**config.mk**
```make
export PLATFORM = sky130hd
export DESIGN_NAME = rc_bandpass_bandstop_filter
export DESIGN_NICKNAME = d
export VERILOG_FILES = /design/src/hdl/rcbp_pkg.sv /design/src/hdl/rcbp_mac.sv /design/src/hdl/rcbp_seq.sv /design/src/hdl/rcbp_fmt.sv /design/src/hdl/rc_bandpass_bandstop_filter.sv
export SDC_FILE = /design/constraint.sdc
export NUM_CORES = 2
export LEC_CHECK = 0
export BUFFER_PORTS_ARGS = -buffer_cell sky130_fd_sc_hd__buf_2
export CAP_MARGIN = 10
export CORE_MARGIN = 1
export CORE_UTILIZATION = 41
export DETAILED_ROUTE_END_ITERATION = 8
export GPL_TIMING_DRIVEN = 0
export HOLD_SLACK_MARGIN = 0.03
export PLACE_DENSITY = 0.62
export SYNTH_ARGS = -nofsm -noshare
export SYNTH_HDL_FRONTEND = slang
export SYNTH_HIERARCHICAL = 1
export SYNTH_SLANG_ARGS = --single-unit
```
**constraint.sdc**
```tcl
create_clock -name clk_i -period 11.83 [get_ports clk_i]
set_input_delay 1.7745 -clock clk_i [delete_from_list [all_inputs] [get_ports clk_i]]
set_output_delay 1.7745 -clock clk_i [all_outputs]
set_load 0.005 [all_outputs]
```
**src/hdl/rcbp_pkg.sv**
```systemverilog
`timescale 1ns / 1ps

package rcbp_pkg;

  localparam int SAMPLE_WIDTH    = 16;
  localparam int STATE_FRAC_BITS = 12;
  localparam int STATE_W         = 32;

  localparam int HPC_W      = 16;
  localparam int LPC_W      = 17;
  localparam int COEF_FRAC  = 16;
  localparam int CFG_DATA_W = LPC_W;
  localparam int CFG_IDX_W  = 2;

  // x difference in state format, and the multiplier's first operand
  localparam int XD_W   = SAMPLE_WIDTH + 1 + STATE_FRAC_BITS;
  localparam int SUM_W  = ((XD_W > STATE_W) ? XD_W : STATE_W) + 1;
  localparam int MB_W   = LPC_W + 1;
  localparam int PROD_W = SUM_W + MB_W;
  localparam int RND_W  = PROD_W - COEF_FRAC;

  // sample in state format and the output path
  localparam int XF_W = SAMPLE_WIDTH + STATE_FRAC_BITS;
  localparam int Y_W  = ((XF_W > STATE_W) ? XF_W : STATE_W) + 1;
  localparam int YR_W = Y_W + 1 - STATE_FRAC_BITS;

  localparam logic signed [STATE_W-1:0] STATE_MAX = {1'b0, {(STATE_W-1){1'b1}}};
  localparam logic signed [STATE_W-1:0] STATE_MIN = {1'b1, {(STATE_W-1){1'b0}}};
  localparam logic signed [SAMPLE_WIDTH-1:0] SAMPLE_MAX = {1'b0, {(SAMPLE_WIDTH-1){1'b1}}};
  localparam logic signed [SAMPLE_WIDTH-1:0] SAMPLE_MIN = {1'b1, {(SAMPLE_WIDTH-1){1'b0}}};

  localparam logic [LPC_W-1:0] LP_UNITY = LPC_W'(1) << COEF_FRAC;

  typedef enum logic [CFG_IDX_W-1:0] {
    CFG_HP_COEF  = 2'd0,
    CFG_LP_COEF  = 2'd1,
    CFG_OUT_MODE = 2'd2
  } cfg_idx_e;

  typedef enum logic {
    MODE_BANDPASS = 1'b0,
    MODE_BANDSTOP = 1'b1
  } out_mode_e;

  typedef struct packed {
    logic in_ready;
    logic sel_lp;
    logic do_hp;
    logic do_lp;
  } seq_ctl_t;

  typedef struct packed {
    logic in_valid;
    logic fin_free;
  } seq_sts_t;

endpackage

```
**src/hdl/rcbp_mac.sv**
```systemverilog
`timescale 1ns / 1ps

// Shared multiply unit: round_half_up(a * b / 2^16)
module rcbp_mac import rcbp_pkg::*; (
  input  logic signed [SUM_W-1:0] a_i,
  input  logic signed [MB_W-1:0]  b_i,
  output logic signed [RND_W-1:0] r_o
);

  localparam logic signed [PROD_W-1:0] RND_HALF = PROD_W'(1) << (COEF_FRAC - 1);

  logic signed [PROD_W-1:0] prod;
  logic signed [PROD_W-1:0] prod_rnd;

  assign prod     = a_i * b_i;
  assign prod_rnd = prod + RND_HALF;
  assign r_o      = prod_rnd[PROD_W-1:COEF_FRAC];

endmodule

```
**src/hdl/rcbp_seq.sv**
```systemverilog
`timescale 1ns / 1ps

module rcbp_seq import rcbp_pkg::*; (
  input  logic     clk_i,
  input  logic     rst_ni,
  input  seq_sts_t sts_i,
  output seq_ctl_t ctl_o
);

  typedef enum logic [2:0] {
    S_IDLE = 3'b001,
    S_HP   = 3'b010,
    S_LP   = 3'b100
  } seq_state_e;

  seq_state_e state_q, state_d;

  always_comb begin
    state_d      = state_q;
    ctl_o        = '0;
    ctl_o.sel_lp = (state_q == S_LP);
    case (state_q)
      S_IDLE: begin
        ctl_o.in_ready = 1'b1;
        if (sts_i.in_valid) state_d = S_HP;
      end
      S_HP: begin
        ctl_o.do_hp = 1'b1;
        state_d     = S_LP;
      end
      S_LP: begin
        // wait here while the output stage is still full
        if (sts_i.fin_free) begin
          ctl_o.do_lp    = 1'b1;
          ctl_o.in_ready = 1'b1;
          state_d        = sts_i.in_valid ? S_HP : S_IDLE;
        end
      end
      default: state_d = S_IDLE;
    endcase
  end

  always_ff @(posedge clk_i or negedge rst_ni) begin
    if (!rst_ni) begin
      state_q <= S_IDLE;
    end else begin
      state_q <= state_d;
    end
  end

endmodule

```
**src/hdl/rcbp_fmt.sv**
```systemverilog
`timescale 1ns / 1ps

// Output stage: one finished lp value waits here, then (subtracted from the sample
// in band-stop mode) gets rounded, saturated and moved into the output register.
module rcbp_fmt import rcbp_pkg::*; (
  input  logic                           clk_i,
  input  logic                           rst_ni,
  input  logic                           load_i,
  input  logic signed [STATE_W-1:0]      lp_i,
  input  logic signed [SAMPLE_WIDTH-1:0] x_i,
  input  logic                           clip_i,
  input  out_mode_e                      mode_i,
  output logic                           fin_free_o,
  output logic                           out_valid_o,
  input  logic                           out_ready_i,
  output logic signed [SAMPLE_WIDTH-1:0] filtered_o,
  output logic                           clipped_o
);

  localparam logic signed [Y_W:0] Y_HALF = (Y_W + 1)'(1) << (STATE_FRAC_BITS - 1);

  logic                           fin_valid_q;
  logic signed [STATE_W-1:0]      fin_lp_q;
  logic signed [SAMPLE_WIDTH-1:0] fin_x_q;
  logic                           fin_clip_q;

  logic                           out_valid_q;
  logic signed [SAMPLE_WIDTH-1:0] out_data_q;
  logic                           out_clip_q;

  logic                           out_free;
  logic                           fin_move;
  logic signed [Y_W-1:0]          xf;
  logic signed [Y_W-1:0]          y;
  logic signed [Y_W:0]            y_rnd;
  logic signed [YR_W-1:0]         y_sh;
  logic signed [SAMPLE_WIDTH-1:0] y_sat;
  logic                           y_clip;

  assign out_free   = !out_valid_q || out_ready_i;
  assign fin_move   = fin_valid_q && out_free;
  assign fin_free_o = !fin_valid_q || out_free;

  always_comb begin
    xf    = Y_W'(fin_x_q) <<< STATE_FRAC_BITS;
    y     = (mode_i == MODE_BANDSTOP) ? (xf - Y_W'(fin_lp_q)) : Y_W'(fin_lp_q);
    y_rnd = (Y_W + 1)'(y) + Y_HALF;
    y_sh  = y_rnd[Y_W:STATE_FRAC_BITS];
    if (y_sh > SAMPLE_MAX) begin
      y_sat  = SAMPLE_MAX;
      y_clip = 1'b1;
    end else if (y_sh < SAMPLE_MIN) begin
      y_sat  = SAMPLE_MIN;
      y_clip = 1'b1;
    end else begin
      y_sat  = y_sh[SAMPLE_WIDTH-1:0];
      y_clip = 1'b0;
    end
  end

  always_ff @(posedge clk_i or negedge rst_ni) begin
    if (!rst_ni) begin
      fin_valid_q <= 1'b0;
      out_valid_q <= 1'b0;
    end else begin
      if (load_i) begin
        fin_valid_q <= 1'b1;
      end else if (fin_move) begin
        fin_valid_q <= 1'b0;
      end
      if (fin_move) begin
        out_valid_q <= 1'b1;
      end else if (out_ready_i) begin
        out_valid_q <= 1'b0;
      end
    end
  end

  always_ff @(posedge clk_i) begin
    if (load_i) begin
      fin_lp_q   <= lp_i;
      fin_x_q    <= x_i;
      fin_clip_q <= clip_i;
    end
    if (fin_move) begin
      out_data_q <= y_sat;
      out_clip_q <= fin_clip_q || y_clip;
    end
  end

  assign out_valid_o = out_valid_q;
  assign filtered_o  = out_data_q;
  assign clipped_o   = out_clip_q;

endmodule

```
**src/hdl/rc_bandpass_bandstop_filter.sv**
```systemverilog
`timescale 1ns / 1ps

// Channel | Handshake                  | Payload
// --------+----------------------------+----------------------------------
// in      | in_valid_i / in_ready_o    | sample_i (16b signed)
// out     | out_valid_o / out_ready_i  | filtered_o (16b signed), clipped_o
// cfg     | cfg_valid_i / cfg_ready_o  | cfg_index_i (2b), cfg_data_i (17b)
//
// One shared multiplier does the high-pass product in the HP state, then the
// low-pass product in the LP state (held while the output stage is full).
// A result goes through the formatting register and the output register to
// out_valid_o; a new sample is taken in the same cycle as the low-pass step.
// Output stall: one result waits in the output register and one more in the
// formatting stage, after that the low-pass step holds and input is refused.
// Reset clears all filter state; hp coefficient 0, lp coefficient unity,
// band-pass mode. cfg_ready_o is always high.
module rc_bandpass_bandstop_filter import rcbp_pkg::*; (
  input  logic                           clk_i,
  input  logic                           rst_ni,
  input  logic                           in_valid_i,
  output logic                           in_ready_o,
  input  logic signed [SAMPLE_WIDTH-1:0] sample_i,
  output logic                           out_valid_o,
  input  logic                           out_ready_i,
  output logic signed [SAMPLE_WIDTH-1:0] filtered_o,
  output logic                           clipped_o,
  input  logic                           cfg_valid_i,
  output logic                           cfg_ready_o,
  input  logic [CFG_IDX_W-1:0]           cfg_index_i,
  input  logic [CFG_DATA_W-1:0]          cfg_data_i
);

  seq_ctl_t ctl;
  seq_sts_t sts;
  logic     fin_free;
  logic     in_fire;

  logic [HPC_W-1:0] hp_coef_q;
  logic [LPC_W-1:0] lp_coef_q;
  out_mode_e        mode_q;

  logic signed [SAMPLE_WIDTH-1:0] x_q;
  logic signed [SAMPLE_WIDTH-1:0] prev_q;
  logic signed [STATE_W-1:0]      hp_q;
  logic signed [STATE_W-1:0]      lp_q;
  logic                           clip_hp_q;

  logic signed [SAMPLE_WIDTH:0]   xdiff;
  logic signed [SUM_W-1:0]        hp_sum;
  logic signed [SUM_W-1:0]        lp_diff;
  logic signed [SUM_W-1:0]        mac_a;
  logic signed [MB_W-1:0]         mac_b;
  logic signed [RND_W-1:0]        mac_r;
  logic signed [RND_W-1:0]        hp_wide;
  logic signed [STATE_W-1:0]      hp_d;
  logic                           hp_clip;
  logic signed [RND_W:0]          lp_wide;
  logic signed [STATE_W-1:0]      lp_d;
  logic                           lp_clip;

  assign in_fire      = in_valid_i && ctl.in_ready;
  assign sts.in_valid = in_valid_i;
  assign sts.fin_free = fin_free;
  assign in_ready_o   = ctl.in_ready;
  assign cfg_ready_o  = 1'b1;

  rcbp_seq u_seq (
    .clk_i  (clk_i),
    .rst_ni (rst_ni),
    .sts_i  (sts),
    .ctl_o  (ctl)
  );

  // shared multiplier operands: hp step, then lp step
  assign xdiff   = (SAMPLE_WIDTH + 1)'(x_q) - (SAMPLE_WIDTH + 1)'(prev_q);
  assign hp_sum  = SUM_W'(hp_q) + (SUM_W'(xdiff) <<< STATE_FRAC_BITS);
  assign lp_diff = SUM_W'(hp_q) - SUM_W'(lp_q);
  assign mac_a   = ctl.sel_lp ? lp_diff : hp_sum;
  assign mac_b   = ctl.sel_lp ? MB_W'(lp_coef_q) : MB_W'(hp_coef_q);

  rcbp_mac u_mac (
    .a_i (mac_a),
    .b_i (mac_b),
    .r_o (mac_r)
  );

  always_comb begin
    if (hp_coef_q == '0) begin
      hp_wide = RND_W'(x_q) <<< STATE_FRAC_BITS;
    end else begin
      hp_wide = mac_r;
    end
    if (hp_wide > STATE_MAX) begin
      hp_d    = STATE_MAX;
      hp_clip = 1'b1;
    end else if (hp_wide < STATE_MIN) begin
      hp_d    = STATE_MIN;
      hp_clip = 1'b1;
    end else begin
      hp_d    = hp_wide[STATE_W-1:0];
      hp_clip = 1'b0;
    end
  end

  always_comb begin
    // coefficient of unity or more passes hp straight through
    if (lp_coef_q >= LP_UNITY) begin
      lp_wide = (RND_W + 1)'(hp_q);
    end else begin
      lp_wide = (RND_W + 1)'(lp_q) + (RND_W + 1)'(mac_r);
    end
    if (lp_wide > STATE_MAX) begin
      lp_d    = STATE_MAX;
      lp_clip = 1'b1;
    end else if (lp_wide < STATE_MIN) begin
      lp_d    = STATE_MIN;
      lp_clip = 1'b1;
    end else begin
      lp_d    = lp_wide[STATE_W-1:0];
      lp_clip = 1'b0;
    end
  end

  always_ff @(posedge clk_i or negedge rst_ni) begin
    if (!rst_ni) begin
      hp_coef_q <= '0;
      lp_coef_q <= LP_UNITY;
      mode_q    <= MODE_BANDPASS;
      prev_q    <= '0;
      hp_q      <= '0;
      lp_q      <= '0;
      clip_hp_q <= 1'b0;
    end else begin
      if (cfg_valid_i) begin
        case (cfg_index_i)
          CFG_HP_COEF:  hp_coef_q <= cfg_data_i[HPC_W-1:0];
          CFG_LP_COEF:  lp_coef_q <= cfg_data_i[LPC_W-1:0];
          CFG_OUT_MODE: mode_q    <= out_mode_e'(cfg_data_i[0]);
          default: ;
        endcase
      end
      if (ctl.do_hp) begin
        prev_q    <= x_q;
        hp_q      <= hp_d;
        clip_hp_q <= hp_clip;
      end
      if (ctl.do_lp) begin
        lp_q <= lp_d;
      end
    end
  end

  always_ff @(posedge clk_i) begin
    if (in_fire) begin
      x_q <= sample_i;
    end
  end

  rcbp_fmt u_fmt (
    .clk_i       (clk_i),
    .rst_ni      (rst_ni),
    .load_i      (ctl.do_lp),
    .lp_i        (lp_d),
    .x_i         (x_q),
    .clip_i      (clip_hp_q || lp_clip),
    .mode_i      (mode_q),
    .fin_free_o  (fin_free),
    .out_valid_o (out_valid_o),
    .out_ready_i (out_ready_i),
    .filtered_o  (filtered_o),
    .clipped_o   (clipped_o)
  );

endmodule

```
==> flow_metrics.env <==
export IMPL_status="finished with violations"
export IMPL_violations="setup timing"
export IMPL_worstSetupPathType="reg -> reg"
export IMPL_start_kind="flip-flop"
export IMPL_dieHeight_um=300
export IMPL_finalWirelength_um=119000
export IMPL_clockBufferDepth=3
export IMPL_skew_ns=0.0320
export IMPL_die_area_um2=89800
export IMPL_grt_pass1_wl_um=181000
export IMPL_finalCritPeriodShare_pct=111
export IMPL_synth_edf_count=82
export IMPL_grt_max_degree=69
export IMPL_ys_flop_type="dfrtp_1"
export IMPL_grt_overflow_total=0
export IMPL_numPortBuffers=58
export IMPL_ant_nets=0
export IMPL_via_count=29607
export IMPL_ioPinCount=60
export IMPL_slew_viol_final=0
export IMPL_hold_viol_final=0
export IMPL_async_flop_share_pct=59.4
export IMPL_slew_headroom_pct=11.8
export IMPL_drtIter0Drc=2278
export IMPL_placeableCoreArea_um2=87300
export IMPL_antenna_found_initial=3
export IMPL_arrival_ns=13.51
export IMPL_nFillCells=8511
export IMPL_rsz0062_at_grt="yes"
export IMPL_drc=0
export IMPL_yosysWarnings=6
export IMPL_synth_cells=4118
export IMPL_worst_pin_slew_ns=1.29
export IMPL_initial_core_util_pct=41.6
export IMPL_finalNetCount=5124
export IMPL_cp_required_ns=12.22
export IMPL_crit_path_start="x_q[0]"
export IMPL_post_drt_via_cell_ratio=5.44
export IMPL_syn_avg_cell_area_um2=8.82
export IMPL_finalCriticalPeriod_ns=13.12
export IMPL_grt_pass1_vias=30748
export IMPL_clk_latency_ns=0.55
export IMPL_area_delta_synth_final_pct=11.4
export IMPL_hp_start="u_fmt/fin_valid_q"
export IMPL_timing_setup_tns_ns=-86.42
export IMPL_ys_seq_elements=202
export IMPL_diodes=0
export IMPL_cts_tree="built"
export IMPL_setup_viol=96
export IMPL_layout_setup_ws_ns=-1.29
export IMPL_max_stage_delay_ns=0.57
export IMPL_clk_pin_slew_ns=0.07
export IMPL_hp_class="reg -> reg"
export IMPL_clockRootBuffer="clkbuf_16"
export IMPL_worst_setup_path_end_kind="flip-flop"
export IMPL_yosys_cell_types_count=101
export IMPL_gp_congestion=0.972
export IMPL_clock_sinks=202
export IMPL_dp_hpwl_um=97700
export IMPL_h_tree_depth=1
export IMPL_path_max_fanout=10
export IMPL_numCtsBuffers=22
export IMPL_first_pass_iters=7
export IMPL_die_x_um=300
export IMPL_fmax_mhz=76.2
export IMPL_drive_above_1_share_pct=11.1
export IMPL_fp_row_count=108
export IMPL_crit_top_cell="fa_1"
export IMPL_wire_per_inst_um=21.8
export IMPL_reg2reg_from="x_q[0]"
export IMPL_slowest_stage="fa_1"
export IMPL_syn_area_um2=36300
export IMPL_ys_seq_area_share_pct=15.1
export IMPL_track_usage_pct=26.5
export IMPL_drv_cap=0
cell usage in the layout, fill, tap and decap left out, drive strengths merged, types with 32 or more instances in the layout:
cell type  count
o21ai        138
clkbuf       168
and2         243
mux2          73
nand3         56
xnor2         87
xor2          55
nand4         32
ha           240
edfxtp        82
a21oi        195
nand2        572
fa           573
nor3          42
buf          169
nor2         161
a31oi         32
dfrtp        118
inv          754
a21o          68
final cells by class:
type / count / area, um2 / area share [%]
multi-input cells: 2982 / 28000 / 69.3
plain buffers: 179 / 960 / 2.37
inverters: 755 / 2840 / 7.03
clock buffers: 29 / 607 / 1.50
clock inverters: 11 / 126 / 0.313
repair buffers: 129 / 956 / 2.36
flip-flops and latches: 202 / 5470 / 13.5
well taps: 1155 / 1450 / 3.57
Yosys cell counts (9+ instances only):
cell type,count,share of area (%)
mux2_2,73,2.3
or2_2,11,0.19
or3_1,14,0.24
nor3_1,38,0.52
a21oi_1,191,2.6
and2_1,243,4.2
fa_1,573,32
nor2_1,161,1.7
a21o_1,68,1.4
ha_1,240,8.3
o211ai_1,31,0.64
a22oi_1,28,0.58
inv_1,752,7.8
clkbuf_1,151,1.6
o21ai_0,121,1.7
nor2b_1,27,0.47
xnor2_1,87,2.1
dfrtp_1,118,8.1
a31oi_1,31,0.53
xor2_1,55,1.3
a211oi_1,17,0.35
a21boi_0,11,0.23
o2111ai_1,9,0.22
and3_1,23,0.40
nand2b_1,25,0.43
o31a_1,9,0.22
nand3_1,55,0.76
o21a_1,30,0.62
nand4_1,32,0.55
mux2i_1,14,0.39
edfxtp_1,82,6.8
o21ai_1,14,0.19
buf_2,17,0.23
nand2_1,572,5.9
o21bai_1,15,0.31
metrics by stage:
stage | cell area (um2) | setup WS, ns | hold slack (ns) | util (%) | std cells
2_1_floorplan | 36500 | 0.00138 | 0.444 | - | 4123
3_3_place_gp | 38200 | -3.42 | 0.457 | 43.8 | 5336
3_5_place_dp | 38300 | -3.48 | 0.477 | 43.9 | 5342
4_1_cts | 39700 | -1.37 | 0.475 | 45.5 | 5403
5_1_grt | 40400 | -1.68 | 0.503 | 46.3 | 5442
6_report | 40400 | -1.29 | 0.473 | 46.3 | 5442
worst max-delay path: cells and delay by family, from the launching register on:
| kind | cells | cell delay, ns |
|---|---|---|
| buf+inv | 12 | 1.34 |
| compound gates | 21 | 4.06 |
| xor+xnor | 3 | 0.68 |
| flops | 1 | 0.49 |
| fa+ha+maj | 11 | 4.50 |
| simple gates | 8 | 1.64 |
| mux | 1 | 0.19 |
sequential cells by signal (all words and copies together), names as in the netlist:
| register | count |
|---|---|
| u_fmt/clipped_o | 1 |
| mode_q | 1 |
| u_fmt/fin_clip_q | 1 |
| clip_hp_q | 1 |
| hp_q | 32 |
| hp_coef_q | 16 |
| lp_coef_q | 17 |
| prev_q | 16 |
| u_fmt/fin_lp_q | 32 |
| u_seq/state_q | 3 |
| x_q | 16 |
| lp_q | 32 |
| u_fmt/filtered_o | 16 |
| u_fmt/out_valid_o | 1 |
| u_fmt/fin_valid_q | 1 |
| u_fmt/fin_x_q | 16 |
final timing paths:
check,end,slack [ns],cells after the start
min,u_fmt/out_valid_o,0.47,1
max in group asynchronous,lp_q[20],9.87,2
max,lp_q[24],-1.29,56
min reg2reg,u_fmt/out_valid_o,0.47,1
max reg2reg,lp_q[24],-1.29,56
min in group asynchronous,mode_q,1.19,1
timing repair:
item	4_1_cts	5_1_grt
gates cloned	0	3
buffers inserted	24	38
pin swaps	20	71
endpoints found under the setup margin	98	98
hold buffers	0	0
resized for setup	117	100
kinds of logic after synthesis:
logic type	count (synthesis)	share of synthesized area [%]
XOR/XNOR	142	3.43
multiplexers	87	2.65
buffers and inverters	939	9.90
adder cells (fa/ha/maj)	813	39.9
other	2	0.0207
flip-flops	202	15.1
AO/OA/AOI/OAI	676	12.3
AND/OR/NAND/NOR	1257	16.7
routing by layer:
metal  vias up  wire length (um)  GRT usage, %
li1      13497                 -             -
met1     14669             48200          34.0
met2      1146             55000          43.8
met3       287              8570          3.96
met4         8              6750          12.8
met5         -                58             0
Power is not shown: default switching activity piles up to over one toggle a cycle in this logic, so the estimate is an artifact.
